--- config.mk ---
export PLATFORM = sky130hd
export DESIGN_NAME = read_packer_with_quality_average
export DESIGN_NICKNAME = d
export VERILOG_FILES = /design/src/design/rpq_pkg.sv /design/src/design/rpq_queue.sv /design/src/design/rpq_front.sv /design/src/design/rpq_back.sv /design/src/design/read_packer_with_quality_average.sv
export VERILOG_INCLUDE_DIRS = /design/src /design/src/design
export SDC_FILE = /design/constraint.sdc
export NUM_CORES = 1
export LEC_CHECK = 0
export ABC_AREA = 1
export BUFFER_PORTS_ARGS = -buffer_cell sky130_fd_sc_hd__buf_2
export CORE_MARGIN = 3
export CORE_UTILIZATION = 45
export CTS_CLUSTER_DIAMETER = 150
export DETAILED_ROUTE_END_ITERATION = 10
export PLACE_DENSITY = 0.7
export SLEW_MARGIN = 20
export SYNTH_ARGS = -nofsm -noshare
export SYNTH_HDL_FRONTEND = slang
export SYNTH_SLANG_ARGS = --single-unit
export TNS_END_PERCENT = 50
--- constraint.sdc ---
create_clock -name aclk -period 6.5 [get_ports aclk]
set_clock_uncertainty 0.15 [all_clocks]
set_input_delay 0.325 -clock aclk [delete_from_list [all_inputs] [get_ports aclk]]
set_output_delay 0.325 -clock aclk [all_outputs]
set_load 0.1 [all_outputs]
--- src/design/assert_macros.svh ---
// Assertion macros used by the back end; empty when building for synthesis.
`ifndef ASSERT_MACROS_SVH
`define ASSERT_MACROS_SVH
`ifndef SYNTHESIS
`define RPQ_ASSERT(label, prop) \
    label: assert property (@(posedge aclk) disable iff (!aresetn) prop) \
        else $error("rpq assertion failed");
`define RPQ_ASSERT_RESET(label, sig) \
    label: assert property (@(posedge aclk) !aresetn |=> !(sig)) \
        else $error("rpq reset assertion failed");
`else
`define RPQ_ASSERT(label, prop)
`define RPQ_ASSERT_RESET(label, sig)
`endif
`endif

--- src/design/rpq_pkg.sv ---
// Types, constants and the symbol reduction table of the read packer.
package rpq_pkg;

    localparam int SYMBOLS_PER_WORD = 32;
    localparam int WORD_W           = 2 * SYMBOLS_PER_WORD;
    localparam int COUNT_W          = $clog2(SYMBOLS_PER_WORD + 1);
    localparam int FILL_W           = $clog2(SYMBOLS_PER_WORD);
    localparam int QSUM_W           = 13;
    localparam int DIV_STEPS        = QSUM_W;
    localparam int STEP_W           = $clog2(DIV_STEPS);
    localparam int QUEUE_DEPTH_DEF  = 2;

    localparam logic [7:0] QUALITY_ABSENT = 8'd127;
    localparam logic [7:0] CASE_OFFSET    = 8'd32;

    typedef struct packed {
        logic [7:0] base;
        logic [7:0] quality;
        logic       last;
    } in_item_t;

    typedef struct packed {
        logic [WORD_W-1:0]  packed_word;
        logic [7:0]         avg_quality;
        logic [COUNT_W-1:0] symbol_count;
        logic               bad_symbol;
        logic               final_word;
    } out_item_t;

    // One finished word handed from the front to the back.
    typedef struct packed {
        logic [WORD_W-1:0]  packed_word;
        logic [QSUM_W-1:0]  quality_sum;
        logic [COUNT_W-1:0] symbol_count;
        logic               bad_symbol;
        logic               final_word;
    } job_t;

    // Returns {hit, code}; hit is 0 for characters outside the table.
    function automatic logic [2:0] reduce_char(input logic [7:0] ch);
        logic [7:0] up;
        logic [2:0] res;
        up = ch;
        if (ch inside {[8'd97:8'd122]}) begin
            up = ch - CASE_OFFSET;
        end
        case (up)
            "-", "A", "D", "N", "R", "W": res = 3'b100;
            "B", "C", "M", "S":           res = 3'b101;
            "G", "K", "V":                res = 3'b110;
            "H", "T", "U", "Y":           res = 3'b111;
            default:                      res = 3'b000;
        endcase
        return res;
    endfunction

endpackage

--- src/design/rpq_queue.sv ---
// Short queue of finished words between the packing front and the averaging back.
module rpq_queue #(
    parameter int DEPTH = 2
) (
    input  logic          aclk,
    input  logic          aresetn,
    input  logic          push_valid,
    output logic          push_ready,
    input  rpq_pkg::job_t push_data,
    output logic          pop_valid,
    input  logic          pop_ready,
    output rpq_pkg::job_t pop_data
);
    import rpq_pkg::*;

    localparam int PTR_W = (DEPTH > 1) ? $clog2(DEPTH) : 1;
    localparam int CNT_W = $clog2(DEPTH + 1);

    job_t             mem [DEPTH];
    logic [PTR_W-1:0] wr_ptr_reg, wr_ptr_next;
    logic [PTR_W-1:0] rd_ptr_reg, rd_ptr_next;
    logic [CNT_W-1:0] count_reg, count_next;
    logic             do_push, do_pop;

    always_comb begin
        push_ready = (count_reg != CNT_W'(DEPTH));
        pop_valid  = (count_reg != '0);
        pop_data   = mem[rd_ptr_reg];
        do_push    = push_valid && push_ready;
        do_pop     = pop_valid && pop_ready;

        wr_ptr_next = wr_ptr_reg;
        rd_ptr_next = rd_ptr_reg;
        count_next  = count_reg;
        if (do_push) begin
            wr_ptr_next = (wr_ptr_reg == PTR_W'(DEPTH - 1)) ? '0 : wr_ptr_reg + PTR_W'(1);
        end
        if (do_pop) begin
            rd_ptr_next = (rd_ptr_reg == PTR_W'(DEPTH - 1)) ? '0 : rd_ptr_reg + PTR_W'(1);
        end
        if (do_push && !do_pop) begin
            count_next = count_reg + CNT_W'(1);
        end else if (do_pop && !do_push) begin
            count_next = count_reg - CNT_W'(1);
        end
    end

    always_ff @(posedge aclk) begin
        if (!aresetn) begin
            wr_ptr_reg <= '0;
            rd_ptr_reg <= '0;
            count_reg  <= '0;
        end else begin
            wr_ptr_reg <= wr_ptr_next;
            rd_ptr_reg <= rd_ptr_next;
            count_reg  <= count_next;
        end
    end

    always_ff @(posedge aclk) begin
        if (do_push) begin
            mem[wr_ptr_reg] <= push_data;
        end
    end

endmodule

--- src/design/rpq_front.sv ---
// Front end: reduces each character to a code and gathers codes into left-aligned words.
module rpq_front (
    input  logic              aclk,
    input  logic              aresetn,
    input  logic              s_valid,
    output logic              s_ready,
    input  rpq_pkg::in_item_t s_data,
    output logic              job_valid,
    input  logic              job_ready,
    output rpq_pkg::job_t     job
);
    import rpq_pkg::*;

    logic [WORD_W-1:0]  shift_reg, shift_next;
    logic [FILL_W-1:0]  fill_reg, fill_next;
    logic [QSUM_W-1:0]  qsum_reg, qsum_next;
    logic               bad_reg, bad_next;

    logic [2:0]         red;
    logic               accept, emit;
    logic [WORD_W-1:0]  word_ins;
    logic [QSUM_W-1:0]  sum_ins;
    logic [COUNT_W-1:0] count_ins;
    logic               bad_ins;

    always_comb begin
        red       = reduce_char(s_data.base);
        s_ready   = job_ready;
        accept    = s_valid && s_ready;
        // The word is built already left-aligned: symbol n lands at bits 63-2n.
        word_ins  = shift_reg | ({red[1:0], {(WORD_W-2){1'b0}}} >> {fill_reg, 1'b0});
        sum_ins   = qsum_reg + QSUM_W'(s_data.quality);
        count_ins = COUNT_W'({1'b0, fill_reg}) + COUNT_W'(1);
        bad_ins   = bad_reg || !red[2];
        emit      = s_data.last || (fill_reg == FILL_W'(SYMBOLS_PER_WORD - 1));

        job_valid        = accept && emit;
        job.packed_word  = word_ins;
        job.quality_sum  = sum_ins;
        job.symbol_count = count_ins;
        job.bad_symbol   = bad_ins;
        job.final_word   = s_data.last;

        shift_next = shift_reg;
        fill_next  = fill_reg;
        qsum_next  = qsum_reg;
        bad_next   = bad_reg;
        if (accept) begin
            if (emit) begin
                shift_next = '0;
                fill_next  = '0;
                qsum_next  = '0;
                bad_next   = 1'b0;
            end else begin
                shift_next = word_ins;
                fill_next  = fill_reg + FILL_W'(1);
                qsum_next  = sum_ins;
                bad_next   = bad_ins;
            end
        end
    end

    always_ff @(posedge aclk) begin
        if (!aresetn) begin
            shift_reg <= '0;
            fill_reg  <= '0;
            qsum_reg  <= '0;
            bad_reg   <= 1'b0;
        end else begin
            shift_reg <= shift_next;
            fill_reg  <= fill_next;
            qsum_reg  <= qsum_next;
            bad_reg   <= bad_next;
        end
    end

endmodule

--- src/design/rpq_back.sv ---
// Back end: divides the quality sum by the symbol count and holds the result word.
module rpq_back (
    input  logic               aclk,
    input  logic               aresetn,
    input  logic               quality_enable,
    input  logic               job_valid,
    output logic               job_ready,
    input  rpq_pkg::job_t      job,
    output logic               m_valid,
    input  logic               m_ready,
    output rpq_pkg::out_item_t m_data
);
    import rpq_pkg::*;
    `include "assert_macros.svh"

    typedef enum logic [2:0] {
        ST_IDLE = 3'b001,
        ST_DIV  = 3'b010,
        ST_DONE = 3'b100
    } back_state_t;

    back_state_t        state_reg, state_next;
    logic [STEP_W-1:0]  step_reg, step_next;
    logic [QSUM_W-1:0]  quo_reg, quo_next;
    logic [COUNT_W-1:0] rem_reg, rem_next;
    job_t               job_reg, job_next;
    logic               out_valid_reg, out_valid_next;
    out_item_t          out_reg, out_next;

    logic [COUNT_W:0]   trial, diff;
    logic               fits, out_free;

    always_comb begin
        // Restoring division, one quotient bit per cycle.
        trial    = {rem_reg, quo_reg[QSUM_W-1]};
        diff     = trial - {1'b0, job_reg.symbol_count};
        fits     = (trial >= {1'b0, job_reg.symbol_count});
        out_free = !out_valid_reg || m_ready;

        job_ready      = (state_reg == ST_IDLE);
        state_next     = state_reg;
        step_next      = step_reg;
        quo_next       = quo_reg;
        rem_next       = rem_reg;
        job_next       = job_reg;
        out_valid_next = out_valid_reg && !m_ready;
        out_next       = out_reg;

        case (state_reg)
            ST_IDLE: begin
                if (job_valid) begin
                    job_next   = job;
                    quo_next   = job.quality_sum;
                    rem_next   = '0;
                    step_next  = '0;
                    state_next = ST_DIV;
                end
            end
            ST_DIV: begin
                quo_next = {quo_reg[QSUM_W-2:0], fits};
                rem_next = fits ? diff[COUNT_W-1:0] : trial[COUNT_W-1:0];
                step_next = step_reg + STEP_W'(1);
                if (step_reg == STEP_W'(DIV_STEPS - 1)) begin
                    state_next = ST_DONE;
                end
            end
            ST_DONE: begin
                if (out_free) begin
                    out_valid_next        = 1'b1;
                    out_next.packed_word  = job_reg.packed_word;
                    out_next.avg_quality  = quality_enable ? quo_reg[7:0] : QUALITY_ABSENT;
                    out_next.symbol_count = job_reg.symbol_count;
                    out_next.bad_symbol   = job_reg.bad_symbol;
                    out_next.final_word   = job_reg.final_word;
                    state_next            = ST_IDLE;
                end
            end
            default: begin
                state_next = ST_IDLE;
            end
        endcase

        m_valid = out_valid_reg;
        m_data  = out_reg;
    end

    always_ff @(posedge aclk) begin
        if (!aresetn) begin
            state_reg     <= ST_IDLE;
            step_reg      <= '0;
            out_valid_reg <= 1'b0;
        end else begin
            state_reg     <= state_next;
            step_reg      <= step_next;
            out_valid_reg <= out_valid_next;
        end
    end

    always_ff @(posedge aclk) begin
        quo_reg <= quo_next;
        rem_reg <= rem_next;
        job_reg <= job_next;
        out_reg <= out_next;
    end

    `RPQ_ASSERT(a_step_bound, state_reg == ST_DIV |-> step_reg < STEP_W'(DIV_STEPS))
    `RPQ_ASSERT(a_rem_below_divisor, state_reg == ST_DIV |-> rem_reg < job_reg.symbol_count)
    `RPQ_ASSERT(a_count_range, state_reg != ST_IDLE |-> job_reg.symbol_count != '0 && job_reg.symbol_count <= COUNT_W'(SYMBOLS_PER_WORD))
    `RPQ_ASSERT(a_load_from_done, !$past(out_valid_reg) && out_valid_reg |-> $past(state_reg) == ST_DONE)
    `RPQ_ASSERT_RESET(a_reset_out, out_valid_reg)

endmodule

--- src/design/read_packer_with_quality_average.sv ---
// Top level of the two-bit read packer with per-word average quality.
//
//   channel  direction  handshake            payload
//   s_       in         s_valid / s_ready    s_data  (base, quality, last)
//   m_       out        m_valid / m_ready    m_data  (word, average, count, flags)
//   cfg_     in         cfg_valid / cfg_ready cfg_data (quality_enable)
//
// The front takes one character per cycle while the word queue has room.
// Each emitted word passes through the back in order: it is taken from the queue,
// put through 13 restoring division steps (one per bit of the quality sum), and
// loaded into the output register once free; only then is a new word taken.
// Reset is synchronous with no clearing pass; queue and back data are not cleared.
// A stalled output holds its word; the front keeps packing until the queue is full.
module read_packer_with_quality_average #(
    parameter int QUEUE_DEPTH = rpq_pkg::QUEUE_DEPTH_DEF
) (
    input  logic               aclk,
    input  logic               aresetn,
    input  logic               s_valid,
    output logic               s_ready,
    input  rpq_pkg::in_item_t  s_data,
    output logic               m_valid,
    input  logic               m_ready,
    output rpq_pkg::out_item_t m_data,
    input  logic               cfg_valid,
    output logic               cfg_ready,
    input  logic               cfg_data
);
    import rpq_pkg::*;

    logic quality_enable_reg, quality_enable_next;
    logic push_valid, push_ready, pop_valid, pop_ready;
    job_t push_job, pop_job;

    always_comb begin
        cfg_ready           = 1'b1;
        quality_enable_next = (cfg_valid && cfg_ready) ? cfg_data : quality_enable_reg;
    end

    always_ff @(posedge aclk) begin
        if (!aresetn) begin
            quality_enable_reg <= 1'b1;
        end else begin
            quality_enable_reg <= quality_enable_next;
        end
    end

    rpq_front u_front (
        .aclk      (aclk),
        .aresetn   (aresetn),
        .s_valid   (s_valid),
        .s_ready   (s_ready),
        .s_data    (s_data),
        .job_valid (push_valid),
        .job_ready (push_ready),
        .job       (push_job)
    );

    rpq_queue #(
        .DEPTH (QUEUE_DEPTH)
    ) u_queue (
        .aclk       (aclk),
        .aresetn    (aresetn),
        .push_valid (push_valid),
        .push_ready (push_ready),
        .push_data  (push_job),
        .pop_valid  (pop_valid),
        .pop_ready  (pop_ready),
        .pop_data   (pop_job)
    );

    rpq_back u_back (
        .aclk           (aclk),
        .aresetn        (aresetn),
        .quality_enable (quality_enable_reg),
        .job_valid      (pop_valid),
        .job_ready      (pop_ready),
        .job            (pop_job),
        .m_valid        (m_valid),
        .m_ready        (m_ready),
        .m_data         (m_data)
    );

endmodule

==> reports/results.txt, run 1 <==
Outcome = finished, final reports clean
Met3 WL post-DR = 1.557 mm
Residual DRC = 0
Final TNS setup = 0 ns
IO buf count = 104
Register area share after synthesis = 0.7221
Area after DPL = 17,950 um^2
Final core area utilization = 0.5275
IO Count = 106
CTS tree = yes
Total wire length after detailed routing = 30.77 mm
Synth async-reset ratio = 0
WL met1 = 13.32 mm
Final setup fails = 0
Height of the die = 199.6 um
Clock latency on the worst-skew pair = 0.54 ns
Type of origin of the critical path = flip-flop
Area of the die = 39,840 um^2
Num CTS Buffers = 42
Routed vias = 9,725
Remaining Overflow, GRT = 0
Reg2reg end = u_queue.mem[1][45]
Setup Fix Bufs, Post-CTS = 0
Area of the multi-input gates = 3999 um^2
DP Worst Slack = 3.058 ns
CTS Root Cell = clkbuf_16
CP dominant cell by count = nor2_1
Ant. Diodes = 0
Vias in the first global route = 9,550
Slew HR = 0.2791
Post-route ant nets = 0
Max reg flops = 170
Initial Utilization = 0.4586
WL per Instance = 16.18 um
Critical Path Sink Type = flip-flop
Core area = 36,790 um^2
CP max stage cell = dfxtp_1
Max clock buf depth = 3
Peak VDD IR = 0.3738 mV
Buf+Inv Stages, Crit Path = 2
Final period utilization = 0.5286
Area grow syn2layout = 15.04%
Synth cell types = 43
Top Metal Used = met4
CP Cell Sequence = nand2_1 -> nor2_1 -> ha_1 -> nor2_1 -> nor2_1 -> inv_1 -> nor2_4 -> buf_4
Layout cells sized above 1 = 0.2141
CP Class = flip-flop to flip-flop
Crit. Startpoint = u_front.fill_reg[3]
Max Cap Viol = 0
Die Wd = 199.6 um
Final #Nets = 1,445
Final Hold Fails = 0
Clock slew at reported path FFs = 0.06 ns
Critical Path Sink = u_queue.mem[1][45]
All-Layer GR Usage = 0.1534
Cell depth of the worst setup path = 8
Post-Syn Nets = 1,326
Average size of a mapped cell = 13.17 um^2
Worst hold path type = input pin to flip-flop
Max-slew violations = 0
PwrDens = 379.5 nW/um^2
R2r setup slk = 3.06 ns
Crit path arrival time = 3.45 ns
Cell area after synthesis = 16,870 um^2
CP Max Fanout = 35
Pin count of the biggest net entering global routing = 85
Setup ws final = 3.064 ns
Finished Cell Area = 19,400 um^2
CTS H-tree lvls = 2
Top_reg_cell synth = edfxtp_1
Critical Path RT = 6.52 ns
Max stage delay on crit path = 0.80 ns
Cells after Synth = 1,281
Fmax = 291.1 MHz
Synth Warn # = 0
Avg Vias per Cell = 5.113
Initial DRC Count = 699
RSZ-0062 raised after global routing = no
Met2 WL = 14.99 mm
Drt pass-1 iters = 5
Worst r2r src = u_front.fill_reg[3]
Register area = 12,190 um^2
FP Rows = 70
Gpl congestion = 0.8230
Wire length of the first global-routing pass = 48.76 mm
Antenna violations before repair = 0
#FFs+latches synth = 438
Tmin final = 3.436 ns
Clock sinks = 438
CP top delay family = simple AND/OR/NAND/NOR gates
Fillers = 3,017
Static leakage = 7.162 nW
EDFF count, synth = 341
Post-DP HPWL = 19.55 mm
Reg2Reg Depth = 8
Worst-Margin Slew = 1.081 ns
-- layout by cell type, fill, tap and decap left out, types with 3 or more instances in the layout --
| cell type | n |
|---|---|
| buf_2 | 104 |
| xnor2_1 | 6 |
| nor2_1 | 82 |
| clkinv_1 | 8 |
| a31oi_1 | 3 |
| clkbuf_1 | 12 |
| clkbuf_8 | 4 |
| buf_4 | 9 |
| nand2_2 | 4 |
| nand3_2 | 6 |
| edfxtp_1 | 341 |
| nand2_1 | 154 |
| inv_1 | 133 |
| a21oi_1 | 92 |
| nand4_1 | 3 |
| o21ai_0 | 89 |
| nor2_2 | 9 |
| dlygate4sd3_1 | 5 |
| nor3_1 | 9 |
| mux2_2 | 72 |
| ha_1 | 20 |
| clkinv_2 | 6 |
| xor2_1 | 12 |
| nand3_4 | 4 |
| clkbuf_16 | 42 |
| o21bai_2 | 9 |
| dfxtp_1 | 96 |
| o21ai_2 | 4 |
| a21oi_2 | 4 |
| inv_2 | 3 |
| nor2_4 | 8 |
| bufinv_16 | 5 |
| nand3_1 | 39 |
| o211ai_1 | 9 |
-- through the flow --
stage	instances	hold WS [ns]	total power, mW
2_1_floorplan	1281	0.2503	4.661
6_report	1902	0.06118	7.365
3_3_place_gp	1817	0.2549	4.943
3_5_place_dp	1819	0.2545	5.001
5_1_grt	1902	0.06815	7.698
4_1_cts	1902	0.05409	7.458
-- report_power, final --
| part | switching [mW] | total (mW) | leakage [nW] | internal, mW |
|---|---|---|---|---|
| Sequential | 0.156 | 3.82 | 3.93 | 3.67 |
| Clock | 0.990 | 2.44 | 0.680 | 1.45 |
| Combinational | 0.760 | 1.10 | 2.56 | 0.344 |
-- cell type report --
type                            count  area share
Inverter                          141     0.02727
Timing Repair Buffer              121     0.03637
Tap cell                          468     0.03018
Clock buffer                       58     0.05932
Clock inverter                     20     0.01283
Multi-Input combinational cell    656      0.2061
Sequential cell                   438      0.6280
-- worst min path at each step --
| stage | cells past startpoint | endpoint | from |
|---|---|---|---|
| floorplan | 0 | u_back.m_data[0] | u_back.job_reg[0] |
| global placement | 0 | u_back.m_data[45] | u_back.job_reg[50] |
| detailed placement | 0 | u_back.m_data[47] | u_back.job_reg[52] |
| CTS | 2 | u_queue.mem[1][8] | s_data[1] |
| global route | 2 | u_queue.mem[1][8] | s_data[1] |
| finish | 2 | u_queue.mem[0][8] | s_data[1] |
-- routing by layer --
metal | vias to the layer above | GRT usage
met1 | 4694 | 0.1997
li1 | 4709 | -
met3 | 72 | 0.02479
met2 | 250 | 0.2603
met4 | 0 | 0.05841
met5 | - | 0
-- what timing repair did --
item,in CTS,in global routing
hold buffers,5,0
resized for setup,0,0
hold endpoints to repair,10,0
-- logic make-up after synthesis --
group                    count (synthesis)  share of synthesized area
multiplexers                            73                    0.04866
adder cells (fa/ha/maj)                 22                    0.01721
AND/OR/NAND/NOR                        323                    0.08730
buffers and inverters                  187                    0.04235
XOR/XNOR                                18                   0.009346
other                                    1                  0.0002223
AO/OA/AOI/OAI                          219                    0.07276
flip-flops                             438                     0.7221
-- synthesized netlist by cell type, types with 3 or more instances --
master    count  share of area
nand4_1       3         0.0011
nand2_2       4         0.0015
nand3_4       4         0.0042
nor2_1       84          0.019
clkbuf_1     35         0.0078
buf_1         3        0.00067
a21oi_2       4         0.0021
nor2_2        9         0.0033
nor2_4        6         0.0040
o211ai_1      9         0.0040
xor2_1       12         0.0062
nand2_1     154          0.034
clkinv_1      5         0.0011
nor3_1        9         0.0027
buf_2         7         0.0021
edfxtp_1    341           0.61
nand3_2       6         0.0036
mux2_2       72          0.048
o21ai_0      89          0.026
inv_1       134          0.030
a31oi_1       3         0.0011
nand3_1      39          0.012
o21ai_2       4         0.0021
dfxtp_1      97           0.12
ha_1         20          0.015
a21oi_1      93          0.028
o21bai_2      9         0.0060
xnor2_1       6         0.0031
(Power assumes the default switching activity.)
==> run 2: changes to the inputs <==
Clock period 6.5 ns to 3.4 ns, I/O delays scaled along.
==> run 2 against run 1 <==
Setup slack got worse by 2.4 ns. Non-clock buffer count increased by 9. Fmax increased by 27%. Register-to-register slack got worse by 2.4 ns. Clock-buffer cell count decreased by 6. Sequential power increased by 92%. Worst hold slack got worse by 0.023 ns. Critical endpoint is now u_queue.mem[1][48].
==> reports/results.txt, run 2 (synthesized netlist as in run 1, its figures left out) <==
Outcome = finished, final reports clean
Buf+Inv Stages, Crit Path = 3
Max reg flops = 170
Hold Buf Count CTS = 6
Tmin final = 2.700 ns
CP max stage cell = dfxtp_1
Initial DRC Count = 628
Cts repair resizes = 0
Most common cell after layout, fill and taps aside = edfxtp_1
FP Rows = 70
Critical Path RT = 3.45 ns
Core area = 36,790 um^2
Worst hold path type = input pin to flip-flop
Remaining Overflow, GRT = 0
All-Layer GR Usage = 0.1519
Pin count of the biggest net entering global routing = 66
CTS H-tree lvls = 2
Max Cap Viol = 0
Residual DRC = 0
Num CTS Buffers = 43
Avg Vias per Cell = 5.028
Critical Path Sink Type = flip-flop
Slew HR = 0.4351
RSZ-0062 raised after global routing = no
Antenna violations before repair = 0
CP Max Fanout = 62
Final period utilization = 0.7942
Area grow syn2layout = 15.35%
Crit path arrival time = 2.75 ns
Type of origin of the critical path = flip-flop
Max clock buf depth = 3
CP top delay family = simple AND/OR/NAND/NOR gates
Final #Nets = 1,455
Total wire length after detailed routing = 30.41 mm
Static leakage = 7.199 nW
Setup Fix Bufs, Post-CTS = 0
Clock latency on the worst-skew pair = 0.56 ns
Post-Layout Cell Count = 1,912
Overall power = 13.98 mW
CP Class = flip-flop to flip-flop
WL per Instance = 15.90 um
Drt pass-1 iters = 7
Clock sinks = 438
CP dominant cell by count = nor2_1
Wire length of the first global-routing pass = 48.31 mm
Worst-Margin Slew = 0.8422 ns
R2r setup slk = 0.70 ns
Max stage delay on crit path = 0.54 ns
Fin Hold WS = 0.03779 ns
Placed cell count = 1,827
Max-slew violations = 0
Final Hold Fails = 0
Initial Utilization = 0.4586
IO Count = 106
Final setup fails = 0
Height of the die = 199.6 um
Fmax = 370.3 MHz
IO buf count = 104
Vias in the first global route = 9,287
PwrDens = 718.3 nW/um^2
Post-route ant nets = 0
Clock slew at reported path FFs = 0.06 ns
Post-DP HPWL = 19.22 mm
CTS Root Cell = clkbuf_16
Fillers = 3,012
Final TNS setup = 0 ns
Gpl congestion = 0.8030
CTS tree = yes
Layout cells sized above 1 = 0.2175
CP Cell Sequence = ha_1 -> inv_1 -> nor2_1 -> ha_1 -> nor2_1 -> nor2_1 -> inv_1 -> nor2_4 -> buf_12
Routed vias = 9,613
Peak VDD IR = 0.3977 mV
Ant. Diodes = 0
Most frequent cells in the layout = 341 x edfxtp_1, 153 x nand2_1, 133 x inv_1
Die Wd = 199.6 um
Area of the die = 39,840 um^2
## run 2: cell types whose count changed in the layout (fill, tap and decap cells not counted), moves of 2 or more
| cell | previous run | this run |
|---|---|---|
| buf_4 | 9 | 15 |
| clkinv_1 | 8 | 15 |
| bufinv_16 | 5 | 3 |
| clkbuf_8 | 4 | 1 |
| buf_12 | 2 | 5 |
| clkinv_2 | 6 | 9 |
| clkbuf_1 | 12 | 8 |
## run 2: cell type report
| cell class | instances | area, um^2 | area share |
|---|---|---|---|
| multi-input combinational | 656 | 4001 | 0.2056 |
| inverter | 141 | 529.3 | 0.02720 |
| clock inverter | 27 | 242.7 | 0.01248 |
| clock buffer | 52 | 1120 | 0.05755 |
| tap | 468 | 585.6 | 0.03009 |
| sequential | 438 | 12190 | 0.6263 |
| timing repair buffer | 130 | 793.3 | 0.04077 |
## run 2: final timing paths
check,startpoint,endpoint,cells after the start
max reg2reg,u_front.fill_reg[1],u_queue.mem[1][48],9
max,u_front.fill_reg[1],u_queue.mem[1][48],9
min reg2reg,u_back.job_reg[46],u_back.m_data[41],0
min,s_data[8],u_front.qsum_reg[7],5
## run 2: routing by layer
metal	vias up	routed length [um]	track usage
li1	4724	-	-
met1	4542	13390	0.2046
met2	274	14450	0.2486
met3	73	1651	0.02816
met4	0	915	0.05505
met5	-	0	0
## run 2: report_power, final
group | switching (mW) | leakage, nW | internal, mW
registers | 0.356 | 3.93 | 7.00
logic | 1.39 | 2.61 | 0.706
clock network | 1.93 | 0.663 | 2.59
total | 3.68 | 7.20 | 10.3
## run 2: metrics by stage
| stage | util | area, um^2 | setup WS, ns |
|---|---|---|---|
| 6_report | 0.5289 | 19460 | 0.6997 |
| 5_1_grt | 0.5289 | 19460 | 0.5270 |
| 4_1_cts | 0.5289 | 19460 | 0.7270 |
| 3_5_place_dp | 0.4903 | 18030 | 0.7425 |
| 3_3_place_gp | 0.4903 | 18030 | 0.8122 |
| 2_1_floorplan | - | 16900 | -0.1648 |
## run 2: worst reg2reg max path: stages (launching register included)
cell     delay [ns]
dfxtp_1        0.54
ha_1           0.25
inv_1          0.05
nor2_1         0.10
ha_1           0.15
nor2_1         0.05
nor2_1         0.30
inv_1          0.19
nor2_4         0.17
buf_12         0.31
